<file path="config.mk">
export PLATFORM = sky130hd
export DESIGN_NAME = websocket_key_challenge_response
export DESIGN_NICKNAME = d
export VERILOG_FILES = /design/src/wkcr_pkg.sv /design/src/websocket_key_challenge_response.sv /design/src/wkcr_front.sv /design/src/wkcr_back.sv
export SDC_FILE = /design/constraint.sdc
export NUM_CORES = 2
export LEC_CHECK = 0
export ABC_CLOCK_PERIOD_IN_PS = 24700
export BUFFER_PORTS_ARGS = -buffer_cell sky130_fd_sc_hd__buf_2
export CORE_MARGIN = 4
export CORE_UTILIZATION = 40
export DETAILED_ROUTE_END_ITERATION = 7
export SLEW_MARGIN = 5
export SYNTH_ARGS = -nofsm -noshare
export SYNTH_HDL_FRONTEND = slang
export SYNTH_SLANG_ARGS = --single-unit
</file>
<file path="constraint.sdc">
create_clock -name clk_i -period 24.7 [get_ports clk_i]
set_input_delay 4.94 -clock clk_i [delete_from_list [all_inputs] [get_ports clk_i]]
set_output_delay 4.94 -clock clk_i [all_outputs]
set_load 0.01 [all_outputs]
</file>
<file path="src/wkcr_pkg.sv">
`timescale 1ns / 1ps
// ----------------------------------------------------------------------------
// wkcr_pkg: shared types and constants
// Opcodes, sizes and MD5 tables for the key challenge-response block.
// ----------------------------------------------------------------------------
package wkcr_pkg;

  localparam int MaxKeyChars    = 256;
  localparam int CountW         = $clog2(MaxKeyChars + 1);
  localparam int ChallengeBytes = 8;
  localparam int ChalIdxW       = $clog2(ChallengeBytes);
  localparam int ChalCntW       = $clog2(ChallengeBytes + 1);

  localparam logic [1:0] OpKey1 = 2'd0;
  localparam logic [1:0] OpKey2 = 2'd1;
  localparam logic [1:0] OpChal = 2'd2;

  localparam logic [1:0] StOk      = 2'd0;
  localparam logic [1:0] StNoSpc1  = 2'd1;
  localparam logic [1:0] StNoSpc2  = 2'd2;

  localparam logic [7:0] ChSpace = 8'h20;
  localparam logic [7:0] ChZero  = 8'h30;
  localparam logic [7:0] ChNine  = 8'h39;

  // Job handed from the front end to the back end.
  typedef struct packed {
    logic [31:0]       key1;
    logic [31:0]       key2;
    logic [CountW-1:0] spc1;
    logic [CountW-1:0] spc2;
    logic [63:0]       chal;
  } job_t;

  function automatic logic [31:0] md5_k(input logic [5:0] i);
    logic [31:0] k [64];
    k = '{
      32'hd76aa478, 32'he8c7b756, 32'h242070db, 32'hc1bdceee,
      32'hf57c0faf, 32'h4787c62a, 32'ha8304613, 32'hfd469501,
      32'h698098d8, 32'h8b44f7af, 32'hffff5bb1, 32'h895cd7be,
      32'h6b901122, 32'hfd987193, 32'ha679438e, 32'h49b40821,
      32'hf61e2562, 32'hc040b340, 32'h265e5a51, 32'he9b6c7aa,
      32'hd62f105d, 32'h02441453, 32'hd8a1e681, 32'he7d3fbc8,
      32'h21e1cde6, 32'hc33707d6, 32'hf4d50d87, 32'h455a14ed,
      32'ha9e3e905, 32'hfcefa3f8, 32'h676f02d9, 32'h8d2a4c8a,
      32'hfffa3942, 32'h8771f681, 32'h6d9d6122, 32'hfde5380c,
      32'ha4beea44, 32'h4bdecfa9, 32'hf6bb4b60, 32'hbebfbc70,
      32'h289b7ec6, 32'heaa127fa, 32'hd4ef3085, 32'h04881d05,
      32'hd9d4d039, 32'he6db99e5, 32'h1fa27cf8, 32'hc4ac5665,
      32'hf4292244, 32'h432aff97, 32'hab9423a7, 32'hfc93a039,
      32'h655b59c3, 32'h8f0ccc92, 32'hffeff47d, 32'h85845dd1,
      32'h6fa87e4f, 32'hfe2ce6e0, 32'ha3014314, 32'h4e0811a1,
      32'hf7537e82, 32'hbd3af235, 32'h2ad7d2bb, 32'heb86d391};
    return k[i];
  endfunction

  function automatic logic [4:0] md5_s(input logic [5:0] i);
    logic [4:0] s [16];
    s = '{5'd7, 5'd12, 5'd17, 5'd22, 5'd5, 5'd9, 5'd14, 5'd20,
          5'd4, 5'd11, 5'd16, 5'd23, 5'd6, 5'd10, 5'd15, 5'd21};
    return s[{i[5:4], i[1:0]}];
  endfunction

endpackage

</file>
<file path="src/websocket_key_challenge_response.sv">
`timescale 1ns / 1ps
// ----------------------------------------------------------------------------
// websocket_key_challenge_response: key challenge-response engine
// Parses two keys and eight challenge bytes and emits the MD5 response.
// ----------------------------------------------------------------------------
// Usage: drive opcode_i and data_byte_i with start; a beat is taken on a
// clock edge with start high and busy low. The eighth challenge byte hands
// a job to the back end, which holds busy high while it works: the hand-off,
// bit-serial division (both keys in parallel), MD5 rounds (one round per
// cycle through a single round unit), then 16 result beats on consecutive
// cycles. A key with no spaces gives one error beat instead, after the
// hand-off.
// Results are shown for one cycle with strobe; the receiver cannot stall.
// Reset clears the key parsers, the challenge count and the sequencer.
// ----------------------------------------------------------------------------
module websocket_key_challenge_response import wkcr_pkg::*; (
  input  logic       clk_i,
  input  logic       rst_ni,
  input  logic       start,
  output logic       busy,
  input  logic [1:0] opcode_i,
  input  logic [7:0] data_byte_i,
  output logic       strobe,
  output logic [7:0] digest_byte_o,
  output logic [3:0] byte_index_o,
  output logic [1:0] status_o,
  output logic       last_o
);

  logic job_valid;
  job_t job;

  wkcr_front u_front (
    .clk_i, .rst_ni,
    .take_i      (start && !busy),
    .opcode_i, .data_byte_i,
    .job_valid_o (job_valid),
    .job_o       (job)
  );

  wkcr_back u_back (
    .clk_i, .rst_ni,
    .job_valid_i (job_valid),
    .job_i       (job),
    .busy_o      (busy),
    .strobe_o    (strobe),
    .digest_byte_o, .byte_index_o, .status_o, .last_o
  );

  // An error beat is always the last one.
  assert property (@(posedge clk_i) disable iff (!rst_ni)
    strobe && status_o != StOk |-> last_o)
    else $error("error beat without last");

  // A handed-off job makes the block busy.
  assert property (@(posedge clk_i) disable iff (!rst_ni)
    job_valid |-> busy)
    else $error("job accepted while not busy");

  // A last digest beat carries the final index.
  assert property (@(posedge clk_i) disable iff (!rst_ni)
    strobe && last_o && status_o == StOk |-> byte_index_o == 4'd15)
    else $error("last beat at wrong index");

endmodule

</file>
<file path="src/wkcr_front.sv">
`timescale 1ns / 1ps
// ----------------------------------------------------------------------------
// wkcr_front: key parser and challenge collector
// Builds key values and space counts and packs a job on the last challenge.
// ----------------------------------------------------------------------------
module wkcr_front import wkcr_pkg::*; (
  input  logic       clk_i,
  input  logic       rst_ni,
  input  logic       take_i,
  input  logic [1:0] opcode_i,
  input  logic [7:0] data_byte_i,
  output logic       job_valid_o,
  output job_t       job_o
);

  logic [31:0]       acc_q [2];
  logic [31:0]       acc_d [2];
  logic [CountW-1:0] spc_q [2];
  logic [CountW-1:0] spc_d [2];
  logic [CountW-1:0] pend_q [2];
  logic [CountW-1:0] pend_d [2];
  logic [1:0]        started_q, started_d;
  logic [63:0]       chal_q, chal_d;
  logic [ChalCntW-1:0] cnt_q, cnt_d;
  logic              done;

  function automatic logic [CountW-1:0] sat(input logic [CountW:0] s);
    return (s > (CountW+1)'(MaxKeyChars)) ? CountW'(MaxKeyChars) : s[CountW-1:0];
  endfunction

  // Next state of both key parsers and the challenge buffer.
  always_comb begin
    acc_d = acc_q; spc_d = spc_q; pend_d = pend_q;
    started_d = started_q; chal_d = chal_q; cnt_d = cnt_q;
    done = 1'b0;
    if (take_i) begin
      if (opcode_i == OpKey1 || opcode_i == OpKey2) begin
        if (data_byte_i == ChSpace) begin
          if (started_q[opcode_i[0]]) begin
            pend_d[opcode_i[0]] = sat({1'b0, pend_q[opcode_i[0]]} + 1'b1);
          end
        end else begin
          started_d[opcode_i[0]] = 1'b1;
          spc_d[opcode_i[0]] = sat({1'b0, spc_q[opcode_i[0]]} +
                                   {1'b0, pend_q[opcode_i[0]]});
          pend_d[opcode_i[0]] = '0;
          if (data_byte_i >= ChZero && data_byte_i <= ChNine) begin
            acc_d[opcode_i[0]] = (acc_q[opcode_i[0]] << 3) + (acc_q[opcode_i[0]] << 1)
                                 + {28'd0, data_byte_i[3:0]};
          end
        end
      end else if (opcode_i == OpChal) begin
        chal_d[8*(ChallengeBytes-1-cnt_q[ChalIdxW-1:0]) +: 8] = data_byte_i;
        cnt_d = cnt_q + 1'b1;
        if (cnt_q == ChalCntW'(ChallengeBytes - 1)) begin
          done = 1'b1;
          acc_d = '{default: '0}; spc_d = '{default: '0};
          pend_d = '{default: '0}; started_d = '0; cnt_d = '0;
        end
      end
    end
  end

  // Parser state registers.
  always_ff @(posedge clk_i or negedge rst_ni) begin
    if (!rst_ni) begin
      acc_q <= '{default: '0}; spc_q <= '{default: '0};
      pend_q <= '{default: '0}; started_q <= '0; cnt_q <= '0;
      job_valid_o <= 1'b0;
    end else begin
      acc_q <= acc_d; spc_q <= spc_d; pend_q <= pend_d;
      started_q <= started_d; cnt_q <= cnt_d;
      job_valid_o <= done;
    end
  end

  // Challenge bytes and the job payload.
  always_ff @(posedge clk_i) begin
    chal_q <= chal_d;
    if (done) begin
      job_o.key1 <= acc_q[0];
      job_o.key2 <= acc_q[1];
      job_o.spc1 <= spc_q[0];
      job_o.spc2 <= spc_q[1];
      job_o.chal <= {chal_q[63:8], data_byte_i};
    end
  end

endmodule

</file>
<file path="src/wkcr_back.sv">
`timescale 1ns / 1ps
// ----------------------------------------------------------------------------
// wkcr_back: divider, MD5 core and result sequencer
// Divides both keys bit serially, runs 64 MD5 rounds and emits the digest.
// ----------------------------------------------------------------------------
module wkcr_back import wkcr_pkg::*; (
  input  logic       clk_i,
  input  logic       rst_ni,
  input  logic       job_valid_i,
  input  job_t       job_i,
  output logic       busy_o,
  output logic       strobe_o,
  output logic [7:0] digest_byte_o,
  output logic [3:0] byte_index_o,
  output logic [1:0] status_o,
  output logic       last_o
);

  typedef enum logic [4:0] {
    SIdle = 5'b00001,
    SDiv  = 5'b00010,
    SMd5  = 5'b00100,
    SOut  = 5'b01000,
    SErr  = 5'b10000
  } state_e;

  state_e      state_q, state_d;
  logic [5:0]  step_q, step_d;
  logic [31:0] q1_q, q1_d, q2_q, q2_d;
  logic [CountW-1:0] r1_q, r1_d, r2_q, r2_d, d1_q, d2_q;
  logic [63:0] chal_q;
  logic [31:0] a_q, a_d, b_q, b_d, c_q, c_d, d_q, d_d;
  logic [1:0]  err_q;
  logic [31:0] m [16];
  logic [31:0] f, t, rot;
  logic [3:0]  g;
  logic [5:0]  r;
  logic [127:0] dig;
  logic [CountW:0] t1, t2;

  // Message words, little-endian from the big-endian byte stream.
  always_comb begin
    m = '{default: 32'd0};
    m[0] = {q1_q[7:0], q1_q[15:8], q1_q[23:16], q1_q[31:24]};
    m[1] = {q2_q[7:0], q2_q[15:8], q2_q[23:16], q2_q[31:24]};
    m[2] = {chal_q[39:32], chal_q[47:40], chal_q[55:48], chal_q[63:56]};
    m[3] = {chal_q[7:0], chal_q[15:8], chal_q[23:16], chal_q[31:24]};
    m[4] = 32'h0000_0080;
    m[14] = 32'h0000_0080;
  end

  // One MD5 round.
  always_comb begin
    r = step_q;
    case (r[5:4])
      2'd0: begin f = (b_q & c_q) | (~b_q & d_q); g = r[3:0]; end
      2'd1: begin f = (d_q & b_q) | (~d_q & c_q); g = 4'(5 * r[3:0] + 1); end
      2'd2: begin f = b_q ^ c_q ^ d_q; g = 4'(3 * r[3:0] + 5); end
      default: begin f = c_q ^ (b_q | ~d_q); g = 4'(7 * r[3:0]); end
    endcase
    t = f + a_q + md5_k(r) + m[g];
    rot = (t << md5_s(r)) | (t >> (6'd32 - {1'b0, md5_s(r)}));
  end

  assign t1 = {r1_q, q1_q[31]} - {1'b0, d1_q};
  assign t2 = {r2_q, q2_q[31]} - {1'b0, d2_q};
  assign dig = {d_q + 32'h10325476, c_q + 32'h98badcfe,
                b_q + 32'hefcdab89, a_q + 32'h67452301};

  // Sequencer.
  always_comb begin
    state_d = state_q; step_d = step_q;
    q1_d = q1_q; q2_d = q2_q; r1_d = r1_q; r2_d = r2_q;
    a_d = a_q; b_d = b_q; c_d = c_q; d_d = d_q;
    case (state_q)
      SIdle: begin
        if (job_valid_i) begin
          step_d = '0;
          q1_d = job_i.key1; q2_d = job_i.key2; r1_d = '0; r2_d = '0;
          state_d = (job_i.spc1 == '0 || job_i.spc2 == '0) ? SErr : SDiv;
        end
      end
      SDiv: begin
        // Restoring division, one quotient bit per cycle for both keys.
        if (!t1[CountW]) begin
          r1_d = t1[CountW-1:0]; q1_d = {q1_q[30:0], 1'b1};
        end else begin
          r1_d = {r1_q[CountW-2:0], q1_q[31]}; q1_d = {q1_q[30:0], 1'b0};
        end
        if (!t2[CountW]) begin
          r2_d = t2[CountW-1:0]; q2_d = {q2_q[30:0], 1'b1};
        end else begin
          r2_d = {r2_q[CountW-2:0], q2_q[31]}; q2_d = {q2_q[30:0], 1'b0};
        end
        step_d = step_q + 1'b1;
        if (step_q == 6'd31) begin
          step_d = '0; state_d = SMd5;
          a_d = 32'h67452301; b_d = 32'hefcdab89;
          c_d = 32'h98badcfe; d_d = 32'h10325476;
        end
      end
      SMd5: begin
        a_d = d_q; d_d = c_q; c_d = b_q; b_d = b_q + rot;
        step_d = step_q + 1'b1;
        if (step_q == 6'd63) begin
          step_d = '0; state_d = SOut;
        end
      end
      SOut: begin
        step_d = step_q + 1'b1;
        if (step_q == 6'd15) begin
          step_d = '0; state_d = SIdle;
        end
      end
      SErr: state_d = SIdle;
      default: state_d = SIdle;
    endcase
  end

  always_ff @(posedge clk_i or negedge rst_ni) begin
    if (!rst_ni) begin
      state_q <= SIdle;
      step_q  <= '0;
    end else begin
      state_q <= state_d;
      step_q  <= step_d;
    end
  end

  // Datapath registers.
  always_ff @(posedge clk_i) begin
    q1_q <= q1_d; q2_q <= q2_d; r1_q <= r1_d; r2_q <= r2_d;
    a_q <= a_d; b_q <= b_d; c_q <= c_d; d_q <= d_d;
    if (state_q == SIdle && job_valid_i) begin
      d1_q <= job_i.spc1; d2_q <= job_i.spc2; chal_q <= job_i.chal;
      err_q <= (job_i.spc1 == '0) ? StNoSpc1 : StNoSpc2;
    end
  end

  assign busy_o        = (state_q != SIdle) || job_valid_i;
  assign strobe_o      = (state_q == SOut) || (state_q == SErr);
  assign digest_byte_o = (state_q == SOut) ? dig[8*step_q[3:0] +: 8] : 8'd0;
  assign byte_index_o  = (state_q == SOut) ? step_q[3:0] : 4'd0;
  assign status_o      = (state_q == SErr) ? err_q : StOk;
  assign last_o        = (state_q == SErr) || (state_q == SOut && step_q == 6'd15);

endmodule
</file>
==> reports/qor.yml <==
route:
  drt_iter0_markers: 4275
  vias: 36200
  dr.pass1.iters: 7
  routed_via_density: 6.10
  wl_mm: 153
  wl_per_cell_um: 25.8
  post-route-drc-count: 0
  ant_nets: 0
cells_and_area:
  utilization: 0.441
  layout.cells.non_filler: 5932
  drive_above_1_share: 0.0928
  seqCellArea_um2: 17900
  synthToLayoutAreaGrowth_pct: 8.90
  multi_input_area_um2: 24000
  nNetsFinal: 4739
  nFillCells: 10300
yosys:
  avgSynthCellArea_um2: 9.50
  postSynth.asyncResetShare: 0.192
  synthCells: 4586
  synth_cell_types: 99
  synth_top_family_by_area: "compound AO/OA/AOI/OAI gates"
  synth_edf_count: 496
  synth_area_leader_cell: "edfxtp_1"
  yosysMostFrequentCell: "nand2_1"
  synth-seq-area-share: 0.410
  synth.area.mux_share: 0.0608
  ys_warn_count: 0
  synth-xor-area-share: 0.0490
  synth_area_leaders: "edfxtp_1 34%, dfrtp_1 6.7%, ha_1 5.4%, nand2_1 5.3%, o21ai_0 4.1%"
  synth_compound_area_frac: 0.191
  synth_fa_ha_area_frac: 0.0858
  synth_seq_cells: 614
  synthTopCellsByCount: "610 x nand2_1, 496 x edfxtp_1, 353 x o21ai_0"
  syn-num-nets: 4856
  synth-simple-area-share: 0.162
  synth_top_area_frac: 0.342
  ys.flop_type: "edfxtp_1"
  synth_area_um2: 43600
sta:
  tns_ps: 0
  worst_clock_skew_ps: 39.8
  tightest_slew_ps: 1360
  hold_viol_final: 0
  slew_viol_final: 0
  hold_ws_ps: 407
  post-route-min-period_ps: 11540
  maxSlewHeadroom: 0.0840
  setup_violations: 0
  grt_setup_unrepaired: "no"
  max_freq_mhz: 86.7
  fin_crit_sh: 0.467
flow_run:
  max_cap_viol_count: 0
cts:
  clk_latency_ps: 660
  ctsResizeCount: 0
  postCtsSetupRepairBufs: 0
  cts_tree: "done"
  cts_hold_buf: 0
  numCtsBuffers: 70
  root_buffer: "clkbuf_16"
  htreeDepth: 3
  clkTransAtPathRegs_ps: 60
  cts_buffer_depth: 3
  clock-sinks: 614
worst_hold_path:
  holdCritPathClass: "register to register"
worst_setup_path:
  path_buf_inv: 4
  crit_type: "register to register"
  cp_common_cell: "nand2_1"
  end_kind: "register"
  worstSetupStartpointType: "register"
  cp_slowest_cell: "dfrtp_2"
  crit_path_max_fanout: 60
  cp_top_family: "compound AO/OA/AOI/OAI gates"
  slowest_delay_ps: 650
  crit_arrival_ps: 11930
  critPathRequiredTime_ps: 25090
floorplan:
  io_pins: 30
  start_util: 0.405
  coreArea_um2: 108000
  die-area_um2: 114000
  die_w_um: 338
  rows: 120
  chipHeight_um: 338
status:
  status: "complete, no violations"
placement:
  dp_hpwl_mm: 115
  dp_cells: 5800
  io_buffer_count: 29
  gp_congestion: 0.994
global_routing:
  grt_start_max_net_pins: 72
  overflow: 0
  grt_usage: 0.264
  grt_pass1_vias: 34400
  antenna_found_initial: 4
  grt_pass1_wl_mm: 227
power_and_ir_drop:
  ir_drop_uv: 46.7
  power_density_nw_per_um2: 57.8
  leakagePower_nw: 18.5
## final cells by class
class                           instances  area share
Antenna cell                            2    0.000105
Inverter                              190      0.0151
Sequential cell                       614       0.376
Multi-Input combinational cell       3499       0.506
Tap cell                             1403      0.0370
Timing Repair Buffer                   94      0.0134
Clock inverter                         33      0.0114
Clock buffer                           97      0.0410
## cell families after synthesis
logic type,Yosys count
DFF,614
AOI/OAI and AO/OA,1284
and+or+nand+nor,1546
adders and majority gates,257
buffers and inverters,473
xor gates and xnor gates,239
muxes,173
## path summary, 6_finish.rpt
| kind | end | slack [ps] | depth (start not counted) | from |
|---|---|---|---|---|
| max | u_back.b_q[31] | 13160 | 36 | u_back.r[0] |
| min reg2reg | u_front.job_o[60] | 410 | 0 | u_front.chal_q[60] |
| min | u_front.job_o[60] | 410 | 0 | u_front.chal_q[60] |
| max in group asynchronous | u_front.acc_q[62] | 19000 | 2 | rst_ni |
| max reg2reg | u_back.b_q[31] | 13160 | 36 | u_back.r[0] |
| min in group asynchronous | u_front.acc_q[38] | 4430 | 1 | rst_ni |
## worst reg2reg max path, delay by kind of cell (launching register included)
family,cells,cell delay [ps]
AOI/OAI and AO/OA,13,3650
adders and majority gates,6,2930
and+or+nand+nor,9,1970
buffers and inverters,4,1270
DFF,1,650
muxes,2,490
xor gates and xnor gates,2,350
## per-stage QoR
stage / cell area [um2] / setup WS, ps / power (mW)
finish: 47500 / 13160 / 2.74
global placement: 45000 / 13520 / 1.63
CTS: 47500 / 13390 / 2.75
global route: 47500 / 12530 / 2.85
floorplan: 43600 / 11720 / 1.50
detailed placement: 45000 / 13410 / 1.63
## layout by cell type (no fill, tap or decap), types with 25 or more instances in the layout
| master | n |
|---|---|
| ha_1 | 187 |
| nor3_1 | 87 |
| or2_2 | 41 |
| nand2_1 | 609 |
| a22o_1 | 55 |
| and3_1 | 36 |
| o21a_1 | 34 |
| clkbuf_16 | 72 |
| o211ai_1 | 106 |
| dfrtp_1 | 112 |
| a21oi_1 | 287 |
| buf_4 | 66 |
| mux4_2 | 67 |
| fa_1 | 70 |
| mux2i_1 | 53 |
| o21ai_0 | 351 |
| nand3_1 | 135 |
| xor2_1 | 81 |
| o31ai_1 | 27 |
| nor2_1 | 349 |
| inv_1 | 182 |
| edfxtp_1 | 496 |
| nand2b_1 | 61 |
| a31oi_1 | 55 |
| a21o_1 | 54 |
| and2_1 | 97 |
| nor2b_1 | 25 |
| a211oi_1 | 55 |
| buf_2 | 28 |
| mux2_2 | 52 |
| xnor2_1 | 150 |
## flip-flops by register name, indices dropped and copies added (netlist names), 2 cells and up
register / cells
u_front.job_o: 146
u_back.chal_q: 64
u_front.acc_q: 64
u_front.chal_q: 56
u_back.a_q: 32
u_back.b_q: 32
u_back.c_q: 32
u_back.d_q: 32
u_back.q1_q: 32
u_back.q2_q: 32
u_front.pend_q: 18
u_front.spc_q: 18
u_back.d1_q: 9
u_back.d2_q: 9
u_back.r1_q: 9
u_back.r2_q: 9
u_back.r: 6
u_back.state_q: 5
u_front.cnt_q: 4
u_back.err_q: 2
u_front.started_q: 2
## metal layers
metal	routed length, um	track usage	vias up
li1	-	-	16500
met1	62900	0.350	17700
met2	68700	0.416	1598
met3	11800	0.0439	380
met4	9510	0.138	2
met5	13	0	-
## power breakdown
part | total [mW] | internal [mW] | switching, mW
Sequential | 1.15 | 1.14 | 0.0136
Combinational | 0.469 | 0.165 | 0.304
Clock | 1.12 | 0.666 | 0.458
Total | 2.74 | 1.97 | 0.776
No activity file was read; power rests on OpenSTA's default activity.
